`src/rtl/delimited_packet_receiver_assert.svh`:
```
// assertion macros for the delimited packet receiver
// used by the top level only, expects i_clk and i_rst_n in scope
`ifndef DELIMITED_PACKET_RECEIVER_ASSERT_SVH
`define DELIMITED_PACKET_RECEIVER_ASSERT_SVH

// same-cycle implication, disabled during reset
`define DPR_ASSERT_SAME(lbl, ante, cons, msg) \
    lbl: assert property (@(posedge i_clk) disable iff (!i_rst_n) (ante) |-> (cons)) \
        else $error(msg);

// next-cycle implication, disabled during reset
`define DPR_ASSERT_NEXT(lbl, ante, cons, msg) \
    lbl: assert property (@(posedge i_clk) disable iff (!i_rst_n) (ante) |=> (cons)) \
        else $error(msg);

`endif

```
`src/rtl/dpr_pkg.sv`:
```
// shared constants and types for the delimited packet receiver
// no dependencies
package dpr_pkg;

    localparam int PAYLOAD_DEPTH = 32;
    localparam int MAX_RESULTS   = 32;
    localparam int IDX_W         = (PAYLOAD_DEPTH > 1) ? $clog2(PAYLOAD_DEPTH) : 1;
    localparam int CNT_W         = $clog2(PAYLOAD_DEPTH + 1);
    localparam int RUN_LEN       = (PAYLOAD_DEPTH < MAX_RESULTS) ? PAYLOAD_DEPTH : MAX_RESULTS;
    localparam int RUN_W         = $clog2(RUN_LEN + 1);
    localparam int MEM_ADDR_W    = IDX_W + 1;
    localparam int MEM_DEPTH     = 2 ** MEM_ADDR_W;
    localparam int CFG_IDX_W     = 2;
    localparam int CFG_DATA_W    = 16;

    localparam logic [7:0] START_BYTE = 8'h7B;
    localparam logic [7:0] END_BYTE   = 8'h7D;

    localparam logic REQ_BYTE = 1'b0;
    localparam logic REQ_TICK = 1'b1;

    localparam logic [CFG_IDX_W-1:0] CFG_TIMEOUT = 2'd0;
    localparam logic [CFG_IDX_W-1:0] CFG_ENABLE  = 2'd1;

    localparam logic [15:0] TIMEOUT_RESET = 16'd100;

    typedef struct packed {
        logic       req_type;
        logic [7:0] rx_byte;
    } t_item;

    typedef struct packed {
        logic [7:0] command;
        logic [5:0] payload_len;
        logic [4:0] byte_index;
        logic [7:0] payload_byte;
        logic       has_byte;
        logic       last;
    } t_result;

    typedef struct packed {
        logic [7:0]       cmd;
        logic [CNT_W-1:0] len;
        logic             bank;
    } t_job;

    typedef struct packed {
        logic                  en;
        logic [MEM_ADDR_W-1:0] addr;
        logic [7:0]            data;
    } t_mem_wr;

    typedef struct packed {
        logic valid;
        logic bank;
    } t_release;

endpackage

```
`src/rtl/dpr_front.sv`:
```
// deframer front end: config registers, phase tracking, timeout, payload writes
// depends on dpr_pkg
module dpr_front (
    input  logic              i_clk,
    input  logic              i_rst_n,
    input  logic              i_push,
    input  dpr_pkg::t_item    i_item,
    output logic              o_full,
    input  logic              i_cfg_valid,
    output logic              o_cfg_ready,
    input  logic [dpr_pkg::CFG_IDX_W-1:0]  i_cfg_index,
    input  logic [dpr_pkg::CFG_DATA_W-1:0] i_cfg_data,
    output logic              o_job_push,
    output dpr_pkg::t_job     o_job,
    output dpr_pkg::t_mem_wr  o_mem_wr,
    input  dpr_pkg::t_release i_release
);
    import dpr_pkg::*;

    typedef enum logic [1:0] {PH_IDLE, PH_CMD, PH_PAY} t_phase;

    t_phase           r_phase, n_phase;
    logic [7:0]       r_cmd, n_cmd;
    logic [CNT_W-1:0] r_cnt, n_cnt;
    logic [15:0]      r_timer, n_timer;
    logic             r_bank, n_bank;
    logic [1:0]       r_busy, n_busy;
    logic [15:0]      r_timeout, n_timeout;
    logic             r_enable, n_enable;
    logic             r_job_push, n_job_push;
    t_job             r_job, n_job;
    t_mem_wr          r_mem_wr, n_mem_wr;

    logic        w_accept;
    logic        w_cfg_wr;
    logic [15:0] w_timer_inc;

    assign o_full      = r_busy[r_bank];
    assign o_cfg_ready = 1'b1;
    assign w_accept    = i_push && !o_full;
    assign w_cfg_wr    = i_cfg_valid && o_cfg_ready;
    assign w_timer_inc = r_timer + 16'd1;

    assign o_job_push = r_job_push;
    assign o_job      = r_job;
    assign o_mem_wr   = r_mem_wr;

    always_comb begin
        n_phase    = r_phase;
        n_cmd      = r_cmd;
        n_cnt      = r_cnt;
        n_timer    = r_timer;
        n_bank     = r_bank;
        n_busy     = r_busy;
        n_timeout  = r_timeout;
        n_enable   = r_enable;
        n_job_push = 1'b0;
        n_job      = r_job;
        n_mem_wr   = '{en: 1'b0, addr: {r_bank, r_cnt[IDX_W-1:0]}, data: i_item.rx_byte};

        if (w_cfg_wr) begin
            unique case (i_cfg_index)
                CFG_TIMEOUT: n_timeout = i_cfg_data[15:0];
                CFG_ENABLE:  n_enable  = i_cfg_data[0];
                default: ;
            endcase
        end

        if (i_release.valid) begin
            n_busy[i_release.bank] = 1'b0;
        end

        if (w_accept) begin
            if (i_item.req_type == REQ_TICK) begin
                if (r_phase == PH_CMD || r_phase == PH_PAY) begin
                    n_timer = w_timer_inc;
                    if (w_timer_inc >= r_timeout) begin
                        n_phase = PH_IDLE;
                    end
                end
            end else begin
                unique case (r_phase)
                    PH_IDLE: begin
                        if (i_item.rx_byte == START_BYTE) begin
                            n_phase = PH_CMD;
                            n_timer = '0;
                        end
                    end
                    PH_CMD: begin
                        n_cmd   = i_item.rx_byte;
                        n_phase = PH_PAY;
                        n_cnt   = '0;
                        n_timer = '0;
                    end
                    PH_PAY: begin
                        n_timer = '0;
                        if (i_item.rx_byte == END_BYTE) begin
                            n_phase = PH_IDLE;
                            if (r_enable) begin
                                n_job_push     = 1'b1;
                                n_job          = '{cmd: r_cmd, len: r_cnt, bank: r_bank};
                                n_busy[r_bank] = 1'b1;
                                n_bank         = !r_bank;
                            end
                        end else if (r_cnt < CNT_W'(PAYLOAD_DEPTH)) begin
                            n_mem_wr.en = 1'b1;
                            n_cnt       = r_cnt + CNT_W'(1);
                        end
                    end
                    default: ;
                endcase
            end
        end
    end

    always_ff @(posedge i_clk) begin
        if (!i_rst_n) begin
            r_phase    <= PH_IDLE;
            r_cmd      <= '0;
            r_cnt      <= '0;
            r_timer    <= '0;
            r_bank     <= 1'b0;
            r_busy     <= '0;
            r_timeout  <= TIMEOUT_RESET;
            r_enable   <= 1'b1;
            r_job_push <= 1'b0;
            r_mem_wr   <= '0;
        end else begin
            r_phase    <= n_phase;
            r_cmd      <= n_cmd;
            r_cnt      <= n_cnt;
            r_timer    <= n_timer;
            r_bank     <= n_bank;
            r_busy     <= n_busy;
            r_timeout  <= n_timeout;
            r_enable   <= n_enable;
            r_job_push <= n_job_push;
            r_mem_wr   <= n_mem_wr;
        end
        r_job <= n_job;
    end

endmodule

```
`src/rtl/dpr_jobq.sv`:
```
// two-entry queue of completed packet descriptors between front and back
// depends on dpr_pkg
module dpr_jobq (
    input  logic          i_clk,
    input  logic          i_rst_n,
    input  logic          i_push,
    input  dpr_pkg::t_job i_job,
    output logic          o_full,
    input  logic          i_pop,
    output logic          o_valid,
    output dpr_pkg::t_job o_head
);
    import dpr_pkg::*;

    t_job       r_mem [2];
    logic       r_wp, n_wp;
    logic       r_rp, n_rp;
    logic [1:0] r_count, n_count;
    logic       w_push, w_pop;

    assign o_valid = (r_count != 2'd0);
    assign o_full  = (r_count == 2'd2);
    assign o_head  = r_mem[r_rp];
    assign w_push  = i_push && !o_full;
    assign w_pop   = i_pop && o_valid;

    always_comb begin
        n_wp    = w_push ? !r_wp : r_wp;
        n_rp    = w_pop ? !r_rp : r_rp;
        n_count = r_count + 2'(w_push) - 2'(w_pop);
    end

    always_ff @(posedge i_clk) begin
        if (!i_rst_n) begin
            r_wp    <= 1'b0;
            r_rp    <= 1'b0;
            r_count <= '0;
        end else begin
            r_wp    <= n_wp;
            r_rp    <= n_rp;
            r_count <= n_count;
        end
        if (w_push) begin
            r_mem[r_wp] <= i_job;
        end
    end

endmodule

```
`src/rtl/dpr_back.sv`:
```
// emission back end: two-bank payload memory, result walker, output register
// depends on dpr_pkg
module dpr_back (
    input  logic              i_clk,
    input  logic              i_rst_n,
    input  dpr_pkg::t_mem_wr  i_mem_wr,
    input  logic              i_job_valid,
    input  dpr_pkg::t_job     i_job,
    output logic              o_job_pop,
    output dpr_pkg::t_release o_release,
    output logic              o_active,
    output logic              o_empty,
    input  logic              i_pop,
    output dpr_pkg::t_result  o_result
);
    import dpr_pkg::*;

    typedef enum logic [1:0] {B_IDLE, B_READ, B_PUT} t_bstate;

    logic [7:0] r_mem [MEM_DEPTH];
    logic [7:0] r_rd_data;

    t_bstate          r_state, n_state;
    t_job             r_job, n_job;
    logic [IDX_W-1:0] r_idx, n_idx;
    logic [RUN_W-1:0] r_run, n_run;
    t_result          r_out, n_out;
    logic             r_ovalid, n_ovalid;
    t_release         r_release, n_release;

    logic             w_rd_en;
    logic             w_load;
    logic             w_last;
    logic [RUN_W-1:0] w_next;

    assign o_job_pop = (r_state == B_IDLE) && i_job_valid;
    assign o_release = r_release;
    assign o_active  = (r_state != B_IDLE);
    assign o_empty   = !r_ovalid;
    assign o_result  = r_out;

    assign w_rd_en = (r_state == B_READ);
    assign w_load  = !r_ovalid || i_pop;
    assign w_next  = RUN_W'(r_idx) + RUN_W'(1);
    assign w_last  = (r_run == '0) || (w_next == r_run);

    always_ff @(posedge i_clk) begin
        if (i_mem_wr.en) begin
            r_mem[i_mem_wr.addr] <= i_mem_wr.data;
        end
        if (w_rd_en) begin
            r_rd_data <= r_mem[{r_job.bank, r_idx}];
        end
    end

    always_comb begin
        n_state   = r_state;
        n_job     = r_job;
        n_idx     = r_idx;
        n_run     = r_run;
        n_out     = r_out;
        n_ovalid  = r_ovalid && !i_pop;
        n_release = '{valid: 1'b0, bank: r_job.bank};

        unique case (r_state)
            B_IDLE: begin
                if (i_job_valid) begin
                    n_job = i_job;
                    n_idx = '0;
                    n_run = (i_job.len > CNT_W'(RUN_LEN)) ? RUN_W'(RUN_LEN) : RUN_W'(i_job.len);
                    n_state = (i_job.len == '0) ? B_PUT : B_READ;
                end
            end
            B_READ: begin
                n_state = B_PUT;
            end
            B_PUT: begin
                if (w_load) begin
                    n_ovalid             = 1'b1;
                    n_out.command        = r_job.cmd;
                    n_out.payload_len    = 6'(r_job.len);
                    n_out.byte_index     = 5'(r_idx);
                    n_out.payload_byte   = (r_run == '0) ? 8'd0 : r_rd_data;
                    n_out.has_byte       = (r_run != '0);
                    n_out.last           = w_last;
                    if (w_last) begin
                        n_release.valid = 1'b1;
                        n_state         = B_IDLE;
                    end else begin
                        n_idx   = r_idx + IDX_W'(1);
                        n_state = B_READ;
                    end
                end
            end
            default: n_state = B_IDLE;
        endcase
    end

    always_ff @(posedge i_clk) begin
        if (!i_rst_n) begin
            r_state   <= B_IDLE;
            r_ovalid  <= 1'b0;
            r_release <= '0;
        end else begin
            r_state   <= n_state;
            r_ovalid  <= n_ovalid;
            r_release <= n_release;
        end
        r_job <= n_job;
        r_idx <= n_idx;
        r_run <= n_run;
        r_out <= n_out;
    end

endmodule

```
`src/rtl/delimited_packet_receiver.sv`:
```
// Receives a stream of serial bytes and timer ticks and deframes packets of the form
// 0x7B, command, payload bytes, 0x7D; each delivered packet comes out as a run of
// results, one per stored payload byte (one result without a byte for an empty payload).
// Every byte or tick is accepted in the cycle it is pushed unless full is high. After
// the packet is picked up, each result passes a registered read of the payload memory
// and then the output register; the next byte is read only once the result is loaded.
// Payload is held in two memory banks, so a new packet can be received while the
// previous one is emitted; full rises when both banks wait for emission and clears in
// the cycle after the older packet's last result reaches the output.
// Depends on dpr_pkg, dpr_front, dpr_jobq, dpr_back and the assertion macro header.
module delimited_packet_receiver (
    input  logic             i_clk,
    input  logic             i_rst_n,
    input  logic             i_push,
    input  dpr_pkg::t_item   i_item,
    output logic             o_full,
    output logic             o_empty,
    input  logic             i_pop,
    output dpr_pkg::t_result o_result,
    input  logic             i_cfg_valid,
    output logic             o_cfg_ready,
    input  logic [dpr_pkg::CFG_IDX_W-1:0]  i_cfg_index,
    input  logic [dpr_pkg::CFG_DATA_W-1:0] i_cfg_data
);
    import dpr_pkg::*;

    logic     w_job_push;
    t_job     w_job_in;
    t_mem_wr  w_mem_wr;
    t_release w_release;
    logic     w_jobq_full;
    logic     w_jobq_valid;
    t_job     w_job_head;
    logic     w_job_pop;
    logic     w_back_active;

    dpr_front u_front (
        .i_clk       (i_clk),
        .i_rst_n     (i_rst_n),
        .i_push      (i_push),
        .i_item      (i_item),
        .o_full      (o_full),
        .i_cfg_valid (i_cfg_valid),
        .o_cfg_ready (o_cfg_ready),
        .i_cfg_index (i_cfg_index),
        .i_cfg_data  (i_cfg_data),
        .o_job_push  (w_job_push),
        .o_job       (w_job_in),
        .o_mem_wr    (w_mem_wr),
        .i_release   (w_release)
    );

    dpr_jobq u_jobq (
        .i_clk   (i_clk),
        .i_rst_n (i_rst_n),
        .i_push  (w_job_push),
        .i_job   (w_job_in),
        .o_full  (w_jobq_full),
        .i_pop   (w_job_pop),
        .o_valid (w_jobq_valid),
        .o_head  (w_job_head)
    );

    dpr_back u_back (
        .i_clk       (i_clk),
        .i_rst_n     (i_rst_n),
        .i_mem_wr    (w_mem_wr),
        .i_job_valid (w_jobq_valid),
        .i_job       (w_job_head),
        .o_job_pop   (w_job_pop),
        .o_release   (w_release),
        .o_active    (w_back_active),
        .o_empty     (o_empty),
        .i_pop       (i_pop),
        .o_result    (o_result)
    );

`include "delimited_packet_receiver_assert.svh"

    `DPR_ASSERT_SAME(a_jobq_no_overflow, w_job_push, !w_jobq_full, "job queue overflow")
    `DPR_ASSERT_NEXT(a_job_lands, w_job_push, w_jobq_valid, "pushed job not visible")
    `DPR_ASSERT_SAME(a_release_after_last, w_release.valid, !o_empty && o_result.last,
        "bank released before last result reached output")
    `DPR_ASSERT_SAME(a_full_has_owner, o_full,
        w_jobq_valid || w_back_active || w_release.valid, "stalled with no packet pending")

endmodule

```
`config.mk`:
```
export PLATFORM = sky130hd
export DESIGN_NAME = delimited_packet_receiver
export DESIGN_NICKNAME = d
export VERILOG_FILES = /design/src/rtl/dpr_pkg.sv /design/src/rtl/dpr_front.sv /design/src/rtl/dpr_jobq.sv /design/src/rtl/dpr_back.sv /design/src/rtl/delimited_packet_receiver.sv
export VERILOG_INCLUDE_DIRS = /design/src /design/src/rtl
export SDC_FILE = /design/constraint.sdc
export NUM_CORES = 1
export LEC_CHECK = 0
export BUFFER_PORTS_ARGS = -buffer_cell sky130_fd_sc_hd__buf_2
export CORE_ASPECT_RATIO = 0.75
export CORE_UTILIZATION = 56
export CTS_CLUSTER_SIZE = 28
export DETAILED_ROUTE_END_ITERATION = 6
export PLACE_DENSITY_LB_ADDON = 0.3
export SKIP_LAST_GASP = 1
export SLEW_MARGIN = 20
export SYNTH_ARGS = -nofsm -noshare
export SYNTH_HDL_FRONTEND = slang
export SYNTH_SLANG_ARGS = --single-unit
```
`constraint.sdc`:
```
create_clock -name i_clk -period 2.92 [get_ports i_clk]
set_input_delay 0.292 -clock i_clk [delete_from_list [all_inputs] [get_ports i_clk]]
set_output_delay 0.292 -clock i_clk [all_outputs]
set_load 0.02 [all_outputs]
```
Word level (Yosys, flattened, before mapping)
Memory sizes are Yosys's and may differ from the RTL's. A register that Yosys moved wholly into a read port is not among the register bits.
Index checks and enable logic that the tools add are counted.
Cells by class
  add/sub/neg operators: 6
  order comparisons: 7
  equal/unequal tests: 18
  mux-type cells: 45
  bitwise logic cells: 8
  reduce and logical (&&, ||, !) cells: 43
Operator list (number)
  2-to-1 mux 16 bit: 3
  one-hot mux 16 bit (2 select lines): 1
  2-to-1 mux 2 bit: 14
  adder 16 x 1 -> 16 bit (second input constant): 1
  == test 8 x 7 -> 1 bit (second input constant): 2
  greater-or-equal comparator 16 bit: 1
  2-to-1 mux 1 bit: 16
  2-to-1 mux 5 bit: 3
  logical NOT 6 bit: 2
  2-to-1 mux 6 bit: 2
  one-hot mux 2 bit (3 select lines): 2
  one-hot mux 6 bit (2 select lines): 1
  one-hot mux 5 bit (2 select lines): 1
  AND reduction 2 bit: 5
  AND reduction 5 bit: 2
  OR reduction 5 bit: 2
  != test 2 x 1 -> 1 bit (second input constant): 4
  AND reduction 4 bit: 2
  logical AND 1 bit: 7
  logical NOT 1 bit: 7
  adder 5 x 1 -> 6 bit (second input constant): 1
  adder 6 x 1 -> 6 bit (second input constant): 1
  == test 2 x 1 -> 1 bit (second input constant): 3
  == test 2 bit (second input constant): 3
  other kinds (25): 41
Storage, ports and cells
  register bits: 147
  RAM bits: 542
  bits of input ports: 32
  output and inout port bits: 32
  word-level logic and storage cells: 162
  memories kept: 2
Memories
  u_back.r_mem: depth 64, width 8, rd ports 1, clocked after Yosys merged registers in 1, wr ports 1, RTL line dpr_back.sv:20  | logic [7:0] r_mem [MEM_DEPTH];
  u_jobq.r_mem: depth 2, width 15, rd ports 1, clocked after Yosys merged registers in 1, wr ports 1, RTL line dpr_jobq.sv:15  | t_job r_mem [2];

Depth between registers and ports, before layout
  word-level depth: 13
  depth in mapped cells: 12
  depth with buffers taken out: 12

Modules after synthesis
Synthesis repeated with hierarchy kept, for this count alone.
Second synthesis, totals
  cells, all modules: 1587
  area, all modules: 27614.0 um2
Modules (own cells, without submodules)
  dpr_back: times used 1, cells an instance 1108, area an instance 22357.7 um2, sequential area each 17366.7 um2
  dpr_front: times used 1, cells an instance 405, area an instance 3881.2 um2, sequential area each 1811.7 um2
  dpr_jobq: times used 1, cells an instance 74, area an instance 1375.1 um2, sequential area each 1001.0 um2

Worst setup path after synthesis
Ideal clock, no wire load.
  kind: reg-to-reg
  start: register u_front.r_timer[7]
  end: register u_front.r_phase[0]
  library setup time: 0.143 ns
  arrival: 3.026 ns
  data required time: 2.777 ns
  setup slack: -0.249 ns
  stages on the path, launching flop included: 12
  buffers on the path: 0
  period minus slack after synthesis: 3.169 ns
  path through: dfxtp_1 -> nand4_1 -> nor4_1 -> nand3_1 -> xnor2_1 -> ha_1 -> nand4_1 -> nor2_1 -> or4b_2 -> o2111ai_1 -> o311ai_0 -> mux2i_1
On the way
  word-level cells in the longest chain between the ends: 4
RTL lines
  start, declared: RTL line dpr_front.sv:25  | logic [15:0] r_timer, n_timer;
  start signal, assigned: RTL line dpr_front.sv:132  | r_timer <= n_timer;
  adder 16 x 1 -> 16 bit: RTL line dpr_front.sv:42  | assign w_timer_inc = r_timer + 16'd1;
  greater-or-equal comparator 16 bit: RTL line dpr_front.sv:77  | if (w_timer_inc >= r_timeout) begin
  != test 2 x 1 -> 1 bit (no source line)
  AND reduction 6 bit (no source line)
  end signal, assigned: RTL line dpr_front.sv:129  | r_phase <= n_phase;
  end, declared: RTL line dpr_front.sv:22  | t_phase r_phase, n_phase;
No other way between the ends.
A chain may end at the register's enable or synchronous reset.

Worst setup path after layout
  start: register u_front.r_timer[3]
  end: register u_front.r_phase[1]
The elaborated chain is that of the path after synthesis.

==> flow_summary.yaml <==
status:
  status: "finished with violations"
  failed_checks: "negative setup slack"
min_path:
  min_path_type: "input pin to register"
  min_from: "i_cfg_valid"
  hold_path_depth: 4
critical_path:
  max_stage_delay_ns: 0.49
  crit_type: "register to register"
  reg2reg_depth: 12
  crit_path_start_kind: "register"
  cp-startpoint: "u_front.r_timer[3]"
  critPathSlowestCell: "or4b_4"
  cp_common_cell: "nand4_1"
  arrival_ns: 3.57
  cp-end-kind: "register"
  crit_fanout: 3
  timing.rr.start: "u_front.r_timer[3]"
  critPathRequiredTime_ns: 3.41
  crit_chain: "nand4_1, nor4_4, buf_4, nand3_4, xnor2_2, ha_1, nand4_1, nor2_2, or4b_4, o2111ai_4, o311ai_4, mux2i_1"
placed_design:
  dpl.cell_count: 2316
  place_hpwl_um: 38060
  gp_congestion: 0.8461
  port-buffer-count: 62
grt:
  grt_max_degree: 65
  grt_usage_pct: 24.50
  antenna_found_initial: 3
  gr-total-overflow: 0
  first_global_vias: 14904
  grt_pass1_wl_um: 91800
timing:
  setup_slack_ns: -0.1597
  setup_tns_ns: -0.4682
  hold_violations: 0
  finalSetupViolCount: 3
  fmax_mhz: 324.7
  finClkSkew_ns: 0.01813
  drv_slew: 0
  tightestPinTransition_ns: 0.8910
  relSlewSlack_pct: 40.60
  post-route-period-util_pct: 105.5
  fin_crit_ns: 3.080
  rsz0062_at_grt: "true"
drt:
  vias_per_cell: 6.076
  dr.pass1.iters: 5
  vias: 15038
  drcViolationCount: 0
  drt_iter0_drc: 1793
  postRouteWirelength_um: 59750
  wire_per_inst_um: 24.14
  drtAntennaViolNets: 0
synthesis:
  synth_compound_area_share_pct: 4.137
  synthSimpleGateAreaFrac_pct: 6.187
  synth_top_area_share_pct: 67.65
  avgSynthCellArea_um2: 17.46
  synth-edff-count: 620
  yosys_warnings: 0
  synth-main-ff-cell: "edfxtp_1"
  ys_async_sr_fraction_pct: 0
  synth_area_leaders: "edfxtp_1, mux4_2, dfxtp_1"
  synthAdderAreaFrac_pct: 1.091
  synth.net_count: 1632
  synth_seq_cells: 698
  synthMuxAreaShare_pct: 12.22
  synth_area_mm2: 0.02752
  syn_inst: 1576
  yosysUniqueCellTypes: 61
  seq_area_frac_synth_pct: 73.32
  synth_top_area_cell: "edfxtp_1"
  synth_top_family_by_area: "multiplexers"
  synth-xor-area-share_pct: 0.9229
clock_network:
  clk_latency_ns: 0.61
  cts_tree: "built"
  cts.sinks: 698
  clockBufferDepth: 3
  cts_max_level: 3
  cts_buffers: 66
  clk_pin_slew_ns: 0.07
  root_buffer: "clkbuf_16"
final_layout:
  drive_gt1_share_pct: 23.60
  finalNetCount: 1840
  area_growth_syn_to_layout_pct: 15.45
  fin_util_pct: 66.31
  fin_cells: 2475
die:
  coreArea_mm2: 0.04791
  die_x_um: 258.0
  start_util_pct: 57.44
  die_y_um: 194.0
  fp.dieArea_mm2: 0.05004
  io_pins: 64
  num_rows: 69
power:
  power.total_uw: 19700
  leakagePower_uw: 0.009893
  vdd_drop_max_uv: 396.2
  p_per_area_mw_per_mm2: 620.1
flow_run:
  max_cap_viol_count: 0
==> cell usage in the layout (no fill, tap or decap), types with 19 or more instances in the layout <==
cell type / instances
mux4_2: 98
nand2_1: 84
inv_1: 33
nand3_1: 38
and2_1: 35
o21ai_0: 19
dlygate4sd3_1: 24
ha_1: 24
dfxtp_1: 67
clkbuf_16: 70
edfxtp_1: 620
nor2b_1: 27
a21boi_0: 30
a22oi_1: 46
nor2_1: 101
buf_4: 120
mux2i_1: 86
buf_2: 62
==> metal layers <==
| layer | wire length [um] | vias to the layer above | share of wire (%) | global-route usage, % |
|---|---|---|---|---|
| met5 | 0 | - | 0 | 0 |
| met4 | 937 | 0 | 1.6 | 4.997 |
| met3 | 5037 | 78 | 8.4 | 4.745 |
| met2 | 27290 | 679 | 46 | 36.30 |
| met1 | 26490 | 7695 | 44 | 38.13 |
| li1 | - | 6586 | - | - |
==> synth_stat cells, types with 5 or more instances <==
| master | number |
|---|---|
| a21boi_0 | 30 |
| a21o_1 | 5 |
| a21oi_1 | 14 |
| a221oi_1 | 8 |
| a22oi_1 | 46 |
| a311oi_1 | 6 |
| and2_1 | 35 |
| buf_2 | 10 |
| buf_6 | 12 |
| clkbuf_1 | 41 |
| dfxtp_1 | 78 |
| edfxtp_1 | 620 |
| ha_1 | 24 |
| inv_1 | 33 |
| mux2_2 | 17 |
| mux2i_1 | 86 |
| mux4_2 | 98 |
| nand2_1 | 84 |
| nand2b_1 | 12 |
| nand3_1 | 40 |
| nand3b_1 | 7 |
| nand4_1 | 13 |
| nor2_1 | 103 |
| nor2b_1 | 28 |
| nor3_1 | 9 |
| nor4_1 | 5 |
| o21a_1 | 6 |
| o21ai_0 | 19 |
| o22ai_1 | 8 |
| xnor2_1 | 16 |
| xor2_1 | 13 |
==> worst paths after layout <==
| check | slack, ns | endpoint |
|---|---|---|
| hold / removal | 0.06 | u_front.r_enable |
| setup reg to reg | -0.16 | u_front.r_phase[1] |
| hold reg to reg | 0.42 | u_back.o_result[18] |
| setup / recovery | -0.16 | u_front.r_phase[1] |
==> timing repair <==
item,CTS,global route
hold buffers,24,0
buffers inserted,13,2
setup endpoints to repair,2,3
endpoints found under the hold margin,32,0
pin swaps,5,8
gates resized for setup,10,6
cloned,0,0
==> cells by family after synthesis <==
kind of cell	after synthesis
DFF	698
and+or+nand+nor	352
muxes	205
AOI/OAI and AO/OA	159
buffers and inverters	108
xor gates and xnor gates	29
adders and majority gates	24
other	1
==> per-stage QoR <==
| step | cell area [um^2] | worst slack, ns | hold slack (ns) |
|---|---|---|---|
| after floorplan | 27540 | 0.04799 | 0.4003 |
| after global placement | 29150 | -0.1101 | 0.4016 |
| after detailed placement | 29150 | -0.2725 | 0.4079 |
| after CTS | 31720 | -0.1086 | 0.03173 |
| after global routing | 31770 | -0.2894 | 0.07644 |
| final | 31770 | -0.1597 | 0.05715 |
==> worst max-delay path: cells and delay by family (launching register included) <==
kind	cells	cell delay, ns
AND/OR/NAND/NOR	6	1.52
buffers and inverters	1	0.19
multiplexers	1	0.16
AO/OA/AOI/OAI	2	0.28
XOR/XNOR	1	0.15
flip-flops	1	0.36
adder cells (fa/ha/maj)	1	0.30
==> power by group <==
part	switching, uW	internal, uW	total [uW]
combinational	133	88.4	222
clock	3620	4940	8570
sequential	76.5	10800	10900
total	3830	15900	19700
==> state kept, by name (all words and copies together) (netlist names), 5 cells and up, named ones only <==
register and count:
u_back.r_mem 512, u_jobq.r_mem 30, u_back.o_result 29, u_front.r_timeout 16, u_front.r_timer 16, u_front.o_job 15
u_front.o_mem_wr 15, u_back.r_job 14, u_back.r_rd_data 8, u_front.r_cmd 8, u_back.r_run 6, u_front.r_cnt 6
u_back.r_idx 5
==> final cells by class <==
type | instances | area [um^2]
timing repair buffer | 214 | 1603
antenna | 1 | 2.502
inverter | 34 | 127.6
clock buffer | 90 | 1857
clock inverter | 29 | 316.6
sequential | 698 | 20200
fill | 3125 | 16140
multi-input combinational | 770 | 6870
tap | 639 | 799.5
(Power assumes the default switching activity.)
